===== config.mk =====
export PLATFORM = sky130hd
export DESIGN_NAME = grid_dda_column_raycaster
export DESIGN_NICKNAME = d
export VERILOG_FILES = /design/src/hw/rtl/gdda_pkg.sv /design/src/hw/rtl/gdda_mem.sv /design/src/hw/rtl/gdda_div.sv /design/src/hw/rtl/grid_dda_column_raycaster.sv
export SDC_FILE = /design/constraint.sdc
export NUM_CORES = 2
export LEC_CHECK = 0
export BUFFER_PORTS_ARGS = -buffer_cell sky130_fd_sc_hd__buf_4
export CAP_MARGIN = 20
export CORE_UTILIZATION = 35
export CTS_BUF_LIST = sky130_fd_sc_hd__clkbuf_4 sky130_fd_sc_hd__clkbuf_8
export CTS_CLUSTER_SIZE = 30
export DETAILED_ROUTE_END_ITERATION = 8
export PLACE_DENSITY = 0.47
export SLEW_MARGIN = 20
export SYNTH_ARGS = -nofsm -noshare
export SYNTH_HDL_FRONTEND = slang
export SYNTH_SLANG_ARGS = --single-unit

===== constraint.sdc =====
create_clock -name i_clk -period 15.3 [get_ports i_clk]
set_input_delay 3.06 -clock i_clk [delete_from_list [all_inputs] [get_ports i_clk]]
set_output_delay 3.06 -clock i_clk [all_outputs]
set_load 0.1 [all_outputs]

===== src/hw/rtl/gdda_pkg.sv =====
// gdda_pkg: shared types, constants and codes of the grid DDA column ray caster.
// No dependencies.
package gdda_pkg;

    localparam int MAP_SIZE_DEF = 16;
    localparam int SCREEN_W_DEF = 120;
    localparam int SCREEN_H_DEF = 40;

    localparam int MAP_DEPTH = 16;
    localparam int MAP_AW    = 4;
    localparam int MAP_DW    = 16;

    localparam int DIV_NW    = 35;
    localparam int DIV_DW    = 32;
    localparam int DIV_CW    = 6;

    localparam int DIST_W    = 32;
    localparam logic [DIST_W-1:0] DIST_INF = '1;
    localparam logic [DIST_W-1:0] ONE_Q16  = 32'h0001_0000;

    localparam logic [6:0] CH_BLANK = 7'h20;
    localparam logic [6:0] CH_HASH  = 7'h23;
    localparam logic [6:0] CH_UX    = 7'h58;
    localparam logic [6:0] CH_M     = 7'h4D;
    localparam logic [6:0] CH_LX    = 7'h78;
    localparam logic [6:0] CH_DASH  = 7'h2D;
    localparam logic [6:0] CH_DOT   = 7'h2E;
    localparam logic [6:0] CH_COMMA = 7'h2C;

    localparam logic CMD_LOAD = 1'b0;
    localparam logic CMD_CAST = 1'b1;

    typedef struct packed {
        logic               command;
        logic [6:0]         column;
        logic [3:0]         map_row;
        logic [15:0]        map_row_bits;
        logic [15:0]        pos_x;
        logic [15:0]        pos_y;
        logic signed [15:0] dir_x;
        logic signed [15:0] dir_y;
        logic signed [15:0] plane_x;
        logic signed [15:0] plane_y;
    } t_in_beat;

    typedef struct packed {
        logic [5:0] row;
        logic [6:0] out_column;
        logic [6:0] pixel_char;
        logic       last;
    } t_out_beat;

    typedef struct packed {
        logic              go;
        logic [DIV_NW-1:0] num;
        logic [DIV_DW-1:0] den;
    } t_div_req;

    typedef struct packed {
        logic              busy;
        logic              done;
        logic [DIV_NW-1:0] quo;
    } t_div_rsp;

    typedef enum logic [3:0] {
        S_IDLE,
        S_CAM,
        S_MUL,
        S_RAY,
        S_DX,
        S_DY,
        S_SIDE,
        S_STEP,
        S_PROBE,
        S_PERP,
        S_LH,
        S_SPAN,
        S_EMIT
    } t_state;

endpackage


===== src/hw/rtl/gdda_mem.sv =====
// gdda_mem: wall map store, one word per map row, registered read.
// Depends on gdda_pkg.
module gdda_mem (
    input  logic                        i_clk,
    input  logic                        i_we,
    input  logic [gdda_pkg::MAP_AW-1:0] i_waddr,
    input  logic [gdda_pkg::MAP_DW-1:0] i_wdata,
    input  logic [gdda_pkg::MAP_AW-1:0] i_raddr,
    output logic [gdda_pkg::MAP_DW-1:0] o_rdata
);

    logic [gdda_pkg::MAP_DW-1:0] r_mem [gdda_pkg::MAP_DEPTH];
    logic [gdda_pkg::MAP_DW-1:0] r_rdata;

    always_ff @(posedge i_clk) begin
        if (i_we) begin
            r_mem[i_waddr] <= i_wdata;
        end
        r_rdata <= r_mem[i_raddr];
    end

    assign o_rdata = r_rdata;

endmodule


===== src/hw/rtl/gdda_div.sv =====
// gdda_div: shared restoring divider, one quotient bit per cycle.
// Depends on gdda_pkg.
module gdda_div (
    input  logic                i_clk,
    input  logic                i_rst_n,
    input  gdda_pkg::t_div_req  i_req,
    output gdda_pkg::t_div_rsp  o_rsp
);

    localparam int NW = gdda_pkg::DIV_NW;
    localparam int DW = gdda_pkg::DIV_DW;
    localparam int CW = gdda_pkg::DIV_CW;

    logic          r_busy;
    logic          r_done;
    logic [CW-1:0] r_cnt;
    logic [DW:0]   r_rem;
    logic [NW-1:0] r_quo;
    logic [DW-1:0] r_den;

    logic [DW:0]   rem_sh;
    logic [DW:0]   diff;
    logic          ge;

    assign rem_sh = {r_rem[DW-1:0], r_quo[NW-1]};
    assign ge     = rem_sh >= {1'b0, r_den};
    assign diff   = rem_sh - {1'b0, r_den};

    always_ff @(posedge i_clk) begin
        if (!i_rst_n) begin
            r_busy <= 1'b0;
            r_done <= 1'b0;
            r_cnt  <= '0;
        end else begin
            r_done <= 1'b0;
            if (i_req.go) begin
                r_busy <= 1'b1;
                r_cnt  <= '0;
            end else if (r_busy) begin
                r_cnt <= r_cnt + 1'b1;
                if (r_cnt == CW'(NW - 1)) begin
                    r_busy <= 1'b0;
                    r_done <= 1'b1;
                end
            end
        end
    end

    always_ff @(posedge i_clk) begin
        if (i_req.go) begin
            r_rem <= '0;
            r_quo <= i_req.num;
            r_den <= i_req.den;
        end else if (r_busy) begin
            r_rem <= ge ? diff : rem_sh;
            r_quo <= {r_quo[NW-2:0], ge};
        end
    end

    assign o_rsp.busy = r_busy;
    assign o_rsp.done = r_done;
    assign o_rsp.quo  = r_quo;

endmodule


===== src/hw/rtl/grid_dda_column_raycaster.sv =====
// grid_dda_column_raycaster: top level, cast sequencer around the wall map and divider.
// Depends on gdda_pkg, gdda_mem, gdda_div.
//
//  channel | valid      | stall       | beat
//  in      | i_in_valid | o_in_stall  | i_in_beat  (t_in_beat)
//  out     | o_out_valid| i_out_stall | o_out_beat (t_out_beat)
//
// A cast runs three divider passes (two deltas, height), a fourth for the wall distance
// on a hit, a step and a map read per grid step, and then SCREEN_H beats.
// Reset is synchronous, active low; the map holds no reset value.
// One item at a time; i_out_stall holds back the beats.
module grid_dda_column_raycaster #(
    parameter int MAP_SIZE = gdda_pkg::MAP_SIZE_DEF,
    parameter int SCREEN_W = gdda_pkg::SCREEN_W_DEF,
    parameter int SCREEN_H = gdda_pkg::SCREEN_H_DEF
) (
    input  logic                i_clk,
    input  logic                i_rst_n,
    input  logic                i_in_valid,
    output logic                o_in_stall,
    input  gdda_pkg::t_in_beat  i_in_beat,
    output logic                o_out_valid,
    input  logic                i_out_stall,
    output gdda_pkg::t_out_beat o_out_beat
);

    localparam int NW  = gdda_pkg::DIV_NW;
    localparam int DW  = gdda_pkg::DIV_DW;
    localparam int H2  = SCREEN_H / 2;
    localparam int LIM = 2 * MAP_SIZE + 2;
    localparam logic [gdda_pkg::DIST_W-1:0] INF = gdda_pkg::DIST_INF;
    // reciprocal of SCREEN_W, exact floor for 22-bit numerators
    localparam logic [28:0] CAM_M =
        29'(((64'd1 << 29) + 64'(SCREEN_W) - 64'd1) / 64'(SCREEN_W));

    gdda_pkg::t_state    r_state, n_state;
    logic [6:0]          r_col, n_col;
    logic [15:0]         r_px, n_px, r_py, n_py;
    logic signed [15:0]  r_dirx, n_dirx, r_diry, n_diry;
    logic signed [15:0]  r_plx, n_plx, r_ply, n_ply;
    logic signed [15:0]  r_cam, n_cam;
    logic signed [31:0]  r_prodx, n_prodx, r_prody, n_prody;
    logic signed [17:0]  r_rx, n_rx, r_ry, n_ry;
    logic [31:0]         r_dx, n_dx, r_dy, n_dy;
    logic [31:0]         r_sdx, n_sdx, r_sdy, n_sdy;
    logic signed [5:0]   r_mx, n_mx, r_my, n_my;
    logic                r_side, n_side;
    logic [5:0]          r_cnt, n_cnt;
    logic                r_pinf, n_pinf, r_pzero, n_pzero;
    logic [31:0]         r_dist, n_dist;
    logic [15:0]         r_lh, n_lh;
    logic [5:0]          r_start, n_start, r_end, n_end;
    logic [6:0]          r_shade, n_shade;
    logic [5:0]          r_y, n_y;
    logic                r_div_go, n_div_go;
    logic [NW-1:0]       r_div_num, n_div_num;
    logic [DW-1:0]       r_div_den, n_div_den;
    logic                r_out_valid, n_out_valid;
    gdda_pkg::t_out_beat r_out_beat, n_out_beat;

    gdda_pkg::t_div_req  div_req;
    gdda_pkg::t_div_rsp  div_rsp;
    logic                mem_we;
    logic [15:0]         mem_rdata;
    logic [3:0]          mem_raddr;
    logic                emit;

    logic [44:0]         cam_prod;
    logic [17:0]         ax, ay;
    logic [12:0]         fx, fy;
    logic [44:0]         px_prod, py_prod;
    logic [32:0]         sum_x, sum_y;
    logic signed [5:0]   hit_cell, bound_cell;
    logic signed [18:0]  pnum;
    logic [17:0]         pabs;
    logic signed [17:0]  pr;
    logic [17:0]         prabs;
    logic [14:0]         half;
    logic [16:0]         hsum;
    logic [8:0]          y4;
    logic [6:0]          ch;

    assign div_req.go  = r_div_go;
    assign div_req.num = r_div_num;
    assign div_req.den = r_div_den;

    assign mem_we = (r_state == gdda_pkg::S_IDLE) && i_in_valid
                    && (i_in_beat.command == gdda_pkg::CMD_LOAD);

    gdda_mem u_mem (
        .i_clk   (i_clk),
        .i_we    (mem_we),
        .i_waddr (i_in_beat.map_row),
        .i_wdata (i_in_beat.map_row_bits),
        .i_raddr (mem_raddr),
        .o_rdata (mem_rdata)
    );

    gdda_div u_div (
        .i_clk   (i_clk),
        .i_rst_n (i_rst_n),
        .i_req   (div_req),
        .o_rsp   (div_rsp)
    );

    assign emit = (r_state == gdda_pkg::S_EMIT) && (!r_out_valid || !i_out_stall);

    always_comb begin
        n_state = r_state; n_col = r_col; n_px = r_px; n_py = r_py;
        n_dirx = r_dirx; n_diry = r_diry; n_plx = r_plx; n_ply = r_ply;
        n_cam = r_cam; n_prodx = r_prodx; n_prody = r_prody;
        n_rx = r_rx; n_ry = r_ry; n_dx = r_dx; n_dy = r_dy;
        n_sdx = r_sdx; n_sdy = r_sdy; n_mx = r_mx; n_my = r_my;
        n_side = r_side; n_cnt = r_cnt; n_pinf = r_pinf; n_pzero = r_pzero;
        n_dist = r_dist; n_lh = r_lh; n_start = r_start; n_end = r_end;
        n_shade = r_shade; n_y = r_y;
        n_div_go = 1'b0; n_div_num = r_div_num; n_div_den = r_div_den;
        n_out_valid = r_out_valid && i_out_stall;
        n_out_beat = r_out_beat;
        mem_raddr = r_my[3:0];

        cam_prod = 45'({r_col, 15'b0}) * 45'(CAM_M);

        ax = r_rx[17] ? 18'(-r_rx) : 18'(r_rx);
        ay = r_ry[17] ? 18'(-r_ry) : 18'(r_ry);
        fx = r_rx[17] ? {1'b0, r_px[11:0]} : 13'(13'd4096 - {1'b0, r_px[11:0]});
        fy = r_ry[17] ? {1'b0, r_py[11:0]} : 13'(13'd4096 - {1'b0, r_py[11:0]});
        px_prod = 45'(fx) * 45'(r_dx);
        py_prod = 45'(fy) * 45'(r_dy);
        sum_x = {1'b0, r_sdx} + {1'b0, r_dx};
        sum_y = {1'b0, r_sdy} + {1'b0, r_dy};

        hit_cell   = r_side ? r_my : r_mx;
        bound_cell = (r_side ? r_ry[17] : r_rx[17]) ? 6'(hit_cell + 6'sd1) : hit_cell;
        pnum  = 19'(signed'({bound_cell, 12'b0})) - signed'({3'b0, r_side ? r_py : r_px});
        pabs  = pnum[18] ? 18'(-pnum) : 18'(pnum);
        pr    = r_side ? r_ry : r_rx;
        prabs = r_side ? ay : ax;

        half = r_lh[15:1];
        hsum = 17'(half) + 17'(H2);
        y4   = {1'b0, r_y, 2'b00};

        if (r_y < r_start) begin
            ch = gdda_pkg::CH_BLANK;
        end else if (r_y <= r_end) begin
            ch = r_shade;
        end else if (y4 > 9'(3 * SCREEN_H)) begin
            ch = gdda_pkg::CH_COMMA;
        end else begin
            ch = gdda_pkg::CH_BLANK;
        end

        unique case (r_state)
            gdda_pkg::S_IDLE: begin
                if (i_in_valid && i_in_beat.command == gdda_pkg::CMD_CAST
                    && {1'b0, i_in_beat.column} < 8'(SCREEN_W)) begin
                    n_col = i_in_beat.column;
                    n_px = i_in_beat.pos_x; n_py = i_in_beat.pos_y;
                    n_dirx = i_in_beat.dir_x; n_diry = i_in_beat.dir_y;
                    n_plx = i_in_beat.plane_x; n_ply = i_in_beat.plane_y;
                    n_state = gdda_pkg::S_CAM;
                end
            end
            gdda_pkg::S_CAM: begin
                n_cam = signed'(cam_prod[44:29] - 16'd16384);
                n_state = gdda_pkg::S_MUL;
            end
            gdda_pkg::S_MUL: begin
                n_prodx = r_plx * r_cam;
                n_prody = r_ply * r_cam;
                n_state = gdda_pkg::S_RAY;
            end
            gdda_pkg::S_RAY: begin
                n_rx = 18'(r_dirx) + 18'(r_prodx >>> 14);
                n_ry = 18'(r_diry) + 18'(r_prody >>> 14);
                n_div_go = 1'b1;
                n_div_num = NW'(32'h4000_0000);
                n_div_den = DW'(n_rx[17] ? 18'(-n_rx) : 18'(n_rx));
                n_state = gdda_pkg::S_DX;
            end
            gdda_pkg::S_DX: begin
                if (div_rsp.done) begin
                    n_dx = (r_rx == '0) ? INF : div_rsp.quo[31:0];
                    n_div_go = 1'b1;
                    n_div_den = DW'(ay);
                    n_state = gdda_pkg::S_DY;
                end
            end
            gdda_pkg::S_DY: begin
                if (div_rsp.done) begin
                    n_dy = (r_ry == '0) ? INF : div_rsp.quo[31:0];
                    n_state = gdda_pkg::S_SIDE;
                end
            end
            gdda_pkg::S_SIDE: begin
                n_sdx = (r_dx == INF) ? ((fx == '0) ? '0 : INF) : 32'(px_prod >> 12);
                n_sdy = (r_dy == INF) ? ((fy == '0) ? '0 : INF) : 32'(py_prod >> 12);
                n_mx = signed'({2'b0, r_px[15:12]});
                n_my = signed'({2'b0, r_py[15:12]});
                n_cnt = '0;
                n_state = gdda_pkg::S_STEP;
            end
            gdda_pkg::S_STEP: begin
                if (r_cnt == 6'(LIM)) begin
                    n_dist = INF;
                    n_div_go = 1'b1;
                    n_div_num = NW'(SCREEN_H) << 16;
                    n_div_den = INF;
                    n_state = gdda_pkg::S_LH;
                end else begin
                    n_cnt = r_cnt + 1'b1;
                    if (r_sdx < r_sdy) begin
                        n_sdx = sum_x[32] ? INF : sum_x[31:0];
                        n_mx = r_rx[17] ? 6'(r_mx - 6'sd1) : 6'(r_mx + 6'sd1);
                        n_side = 1'b0;
                    end else begin
                        n_sdy = sum_y[32] ? INF : sum_y[31:0];
                        n_my = r_ry[17] ? 6'(r_my - 6'sd1) : 6'(r_my + 6'sd1);
                        n_side = 1'b1;
                    end
                    mem_raddr = n_my[3:0];
                    if (n_mx[5] || n_my[5] || $unsigned(n_mx) >= 6'(MAP_SIZE)
                        || $unsigned(n_my) >= 6'(MAP_SIZE)) begin
                        n_dist = INF;
                        n_div_go = 1'b1;
                        n_div_num = NW'(SCREEN_H) << 16;
                        n_div_den = INF;
                        n_state = gdda_pkg::S_LH;
                    end else begin
                        n_state = gdda_pkg::S_PROBE;
                    end
                end
            end
            gdda_pkg::S_PROBE: begin
                if (mem_rdata[r_mx[3:0]]) begin
                    n_pinf = (pr == '0);
                    n_pzero = (pnum[18] != pr[17]) && (pnum != '0);
                    n_div_go = 1'b1;
                    n_div_num = NW'({pabs, 18'b0});
                    n_div_den = DW'(prabs);
                    n_state = gdda_pkg::S_PERP;
                end else begin
                    n_state = gdda_pkg::S_STEP;
                end
            end
            gdda_pkg::S_PERP: begin
                if (div_rsp.done) begin
                    if (r_pinf) begin
                        n_dist = INF;
                    end else if (r_pzero) begin
                        n_dist = '0;
                    end else if (div_rsp.quo[NW-1:32] != '0) begin
                        n_dist = INF;
                    end else begin
                        n_dist = div_rsp.quo[31:0];
                    end
                    n_div_go = 1'b1;
                    n_div_num = NW'(SCREEN_H) << 16;
                    n_div_den = n_dist;
                    n_state = gdda_pkg::S_LH;
                end
            end
            gdda_pkg::S_LH: begin
                if (div_rsp.done) begin
                    if (r_dist == '0) begin
                        n_lh = 16'(SCREEN_H);
                    end else if (div_rsp.quo[NW-1:16] != '0) begin
                        n_lh = '1;
                    end else begin
                        n_lh = div_rsp.quo[15:0];
                    end
                    n_state = gdda_pkg::S_SPAN;
                end
            end
            gdda_pkg::S_SPAN: begin
                n_start = (half >= 15'(H2)) ? '0 : 6'(15'(H2) - half);
                n_end = (hsum >= 17'(SCREEN_H - 1)) ? 6'(SCREEN_H - 1) : hsum[5:0];
                if (r_dist <= gdda_pkg::ONE_Q16) begin
                    n_shade = r_side ? gdda_pkg::CH_M : gdda_pkg::CH_HASH;
                end else if (r_dist < 32'h0002_0000) begin
                    n_shade = r_side ? gdda_pkg::CH_LX : gdda_pkg::CH_UX;
                end else if (r_dist < 32'h0003_0000) begin
                    n_shade = r_side ? gdda_pkg::CH_DASH : gdda_pkg::CH_LX;
                end else if (r_dist < 32'h0005_0000) begin
                    n_shade = gdda_pkg::CH_DOT;
                end else begin
                    n_shade = gdda_pkg::CH_BLANK;
                end
                n_y = '0;
                n_state = gdda_pkg::S_EMIT;
            end
            gdda_pkg::S_EMIT: begin
                if (emit) begin
                    n_out_valid = 1'b1;
                    n_out_beat.row = r_y;
                    n_out_beat.out_column = r_col;
                    n_out_beat.pixel_char = ch;
                    n_out_beat.last = (r_y == 6'(SCREEN_H - 1));
                    n_y = r_y + 1'b1;
                    if (r_y == 6'(SCREEN_H - 1)) begin
                        n_state = gdda_pkg::S_IDLE;
                    end
                end
            end
            default: begin
                n_state = gdda_pkg::S_IDLE;
            end
        endcase
    end

    always_ff @(posedge i_clk) begin
        if (!i_rst_n) begin
            r_state <= gdda_pkg::S_IDLE;
            r_div_go <= 1'b0;
            r_out_valid <= 1'b0;
        end else begin
            r_state <= n_state;
            r_div_go <= n_div_go;
            r_out_valid <= n_out_valid;
        end
    end

    always_ff @(posedge i_clk) begin
        r_col <= n_col; r_px <= n_px; r_py <= n_py;
        r_dirx <= n_dirx; r_diry <= n_diry; r_plx <= n_plx; r_ply <= n_ply;
        r_cam <= n_cam; r_prodx <= n_prodx; r_prody <= n_prody;
        r_rx <= n_rx; r_ry <= n_ry; r_dx <= n_dx; r_dy <= n_dy;
        r_sdx <= n_sdx; r_sdy <= n_sdy; r_mx <= n_mx; r_my <= n_my;
        r_side <= n_side; r_cnt <= n_cnt; r_pinf <= n_pinf; r_pzero <= n_pzero;
        r_dist <= n_dist; r_lh <= n_lh; r_start <= n_start; r_end <= n_end;
        r_shade <= n_shade; r_y <= n_y;
        r_div_num <= n_div_num; r_div_den <= n_div_den;
        r_out_beat <= n_out_beat;
    end

    assign o_in_stall  = (r_state != gdda_pkg::S_IDLE);
    assign o_out_valid = r_out_valid;
    assign o_out_beat  = r_out_beat;

    a_div_idle: assert property (@(posedge i_clk) disable iff (!i_rst_n)
        r_div_go |-> !div_rsp.busy)
        else $error("divider started while busy");

    a_probe_after_step: assert property (@(posedge i_clk) disable iff (!i_rst_n)
        (r_state == gdda_pkg::S_PROBE) |-> ($past(r_state) == gdda_pkg::S_STEP))
        else $error("map probe without a grid step");

    a_last_to_idle: assert property (@(posedge i_clk) disable iff (!i_rst_n)
        (emit && r_y == 6'(SCREEN_H - 1)) |=> (r_state == gdda_pkg::S_IDLE && o_out_beat.last))
        else $error("column not closed on its last row");

endmodule

==> out/metrics.csv <==
stage,metric,value,unit
detailed_routing,wl_met1,114000,microns
worst_setup_path,max_stage_delay,0.90,ns
global_route,grt_first_pass_wirelength,413000,microns
worst_setup_path,cp.required,16.06,ns
logic_synthesis,netlist_top_cells_area,"edfxtp_1 (27%), fa_1 (26%), ha_1 (7.6%)",
logic_synthesis,yosysWarnings,0,
timing,clock.fmax,111,MHz
detailed_routing,ant_nets,0,
worst_setup_path,cp.arrival,9.76,ns
logic_synthesis,synth_nets,11245,
global_route,grt_pass1_vias,69526,
logic_synthesis,netlist-cell-type-count,97,
timing,holdWs,0.386,ns
clock_network,cts_tree,built,
clock_network,h-tree-depth,4,
worst_setup_path,crit_family,compound AO/OA/AOI/OAI gates,
detailed_routing,wl_met3,11800,microns
placement,dp_cells,12616,
logic_synthesis,synth_top_cell_by_area,edfxtp_1,
clock_network,clk_pin_slew_worst_paths,0.06,ns
detailed_routing,drc,0,
clock_network,cts.sinks,867,
worst_setup_path,critPathMaxFanout,37,
logic_synthesis,ys.flop_type,edfxtp_1,
logic_synthesis,ys_seq_area_frac,0.281,
timing,slew_violations,0,
placement,routabilityCongestion,0.864,
placement,hpwl,193000,microns
worst_setup_path,crit_type,reg -> reg,
floorplan,die_h,511,microns
final_layout,syn_to_final_growth,9.82,%
final_layout,num-fill-cells,25631,
final_layout,final_nets,11269,
run_status,status,"complete, no violations",
floorplan,core-area,257000,sq um
detailed_routing,viasPerCell,5.07,
worst_setup_path,startpoint_type,flip-flop,
logic_synthesis,async_reset_ff_frac,0,
global_route,gr-usage-all-layers,0.208,
detailed_routing,wl,267000,microns
detailed_routing,dr.pass1.iters,6,
logic_synthesis,synth_common_cells,"inv_1 (1421), nand2_1 (1361), fa_1 (1188)",
worst_setup_path,worst_path_most_repeated_cell,fa_1,
timing,clock_skew,0.0782,ns
flow_run,maxCapViolCount,0,
floorplan,design.die.area,261000,sq um
floorplan,die_w,511,microns
clock_network,ctsResizeCount,0,
min_path,hp-class,reg -> reg,
clock_network,post_cts_buffers,0,
clock_network,cts_made_buffers,165,
timing,hold_viol_final,0,
timing,maxSlewHeadroom,0.278,
detailed_routing,routedWlPerCell,20.7,microns
clock_network,insertion_delay,0.96,ns
timing,setup_violations,0,
timing,tightest_slew,1.08,ns
logic_synthesis,synth_cells,9376,
timing,rsz0062_at_grt,false,
detailed_routing,route.met2.wl,135000,microns
clock_network,cts_root_buffer,clkbuf_8,
detailed_routing,dr.max_layer_used,met5,
timing,min_period_over_period,0.588,
detailed_routing,vias,65570,
logic_synthesis,avgSynthCellArea,9.66,sq um
timing,setup_tns,0,ns
logic_synthesis,synth_edf_count,805,
global_route,antenna_found_initial,13,
timing,final.min_clock_period,8.99,ns
global_route,gr-total-overflow,0,
detailed_routing,drt_iter0_drc,3652,
worst_setup_path,cp_num_buf_inv,6,
logic_synthesis,synth_top_area_share,0.267,
logic_synthesis,syn-cell-area,90500,sq um
worst_setup_path,cp_slowest_cell,a2111oi_0,
clock_network,clockBufferDepth,3,
logic_synthesis,ys_seq_elements,867,
floorplan,io_pins,151,
placement,port_buffers,150,
final_layout,drive_gt1_frac,0.0766,
clock_network,cts_hold_buffers,0,
floorplan,num_rows,186,
logic_synthesis,yosysMostFrequentCell,inv_1,
final_layout,stdcell_count,12925,
floorplan,start_util,0.352,
worst_setup_path,cp-end-kind,flip-flop,
global_route,grt_max_degree,286,
-- path summary, 6_finish.rpt --
| check | from | end | slack (ns) | depth (start not counted) |
|---|---|---|---|---|
| min | r_div_den[17]$_DFFE_PP_ | u_div.r_den[17]$_DFFE_PP_ | 0.39 | 0 |
| max | r_py[0]$_DFFE_PP_ | r_sdy[30]$_DFFE_PP_ | 6.31 | 27 |
| max reg2reg | r_py[0]$_DFFE_PP_ | r_sdy[30]$_DFFE_PP_ | 6.31 | 27 |
| min reg2reg | r_div_den[17]$_DFFE_PP_ | u_div.r_den[17]$_DFFE_PP_ | 0.39 | 0 |
-- stage by stage --
step,instance area (sq um),worst slack (ns),utilization
after floorplan,90500,7.21,-
after global placement,95800,6.77,0.373
after detailed placement,95800,6.64,0.373
after CTS,99400,6.56,0.387
after global routing,99400,5.90,0.387
final,99400,6.31,0.387
-- layer usage --
metal  track usage  up-vias
met5             0        -
met4        0.0579        2
met3        0.0266      375
met2         0.371     1384
met1         0.263    33390
li1              -    30419
-- kinds of logic (layout without fill, tap and decap cells) --
logic type / count (synthesis) / after routing / share of synthesized area
buffers and inverters: 1860 / 2019 / 0.0776
other: 1 / 7 / 0.0000414
flip-flops: 867 / 867 / 0.281
XOR/XNOR: 359 / 359 / 0.0349
AND/OR/NAND/NOR: 3166 / 3166 / 0.170
AO/OA/AOI/OAI: 1304 / 1304 / 0.0879
adder cells (fa/ha/maj): 1741 / 1741 / 0.339
multiplexers: 78 / 78 / 0.00985
-- state kept, by name, indices dropped and copies added, names as in the netlist, 18 cells and up, named ones only --
signal       flops
o_out_beat      21
r_dist          32
r_div_den       32
r_dx            32
r_dy            32
r_prodx         18
r_prody         18
r_rx            18
r_ry            18
r_sdx           32
r_sdy           32
u_div.r_den     32
u_div.r_quo     35
u_div.r_rem     32
u_mem.r_mem    256
-- layout by cell type (no fill, tap or decap), types with 13 or more instances in the layout --
cell type	count
a211o_1	15
a211oi_1	31
a21o_1	99
a21oi_1	613
a221oi_1	15
a311oi_1	24
a31oi_1	30
and2_1	470
and3_1	28
buf_4	291
clkbuf_4	37
clkbuf_8	174
clkinv_1	33
clkinv_2	31
dfxtp_1	60
edfxtp_1	805
fa_1	1188
ha_1	553
inv_1	1421
mux2_2	39
mux2i_1	31
nand2_1	1361
nand2b_1	392
nand3_1	55
nand4_1	61
nor2_1	318
nor2_4	13
nor2b_1	59
nor3_1	199
nor3b_1	17
nor4_1	64
o211ai_1	29
o21a_1	51
o21ai_0	195
o21bai_1	35
o31ai_1	21
or2_2	17
or3_1	31
xnor2_1	208
xor2_1	129
-- final cells by class --
class	instances	area (sq um)	area share
Antenna cell	6	15.0	0.000151
Clock buffer	211	2670	0.0269
Clock inverter	91	923	0.00929
Inverter	1424	5350	0.0538
Multi-Input combinational cell	6649	58600	0.589
Sequential cell	867	25400	0.256
Tap cell	3384	4230	0.0426
Timing Repair Buffer	293	2230	0.0225
Power is not shown: default switching activity piles up to over one toggle a cycle in this logic, so the estimate is an artifact.
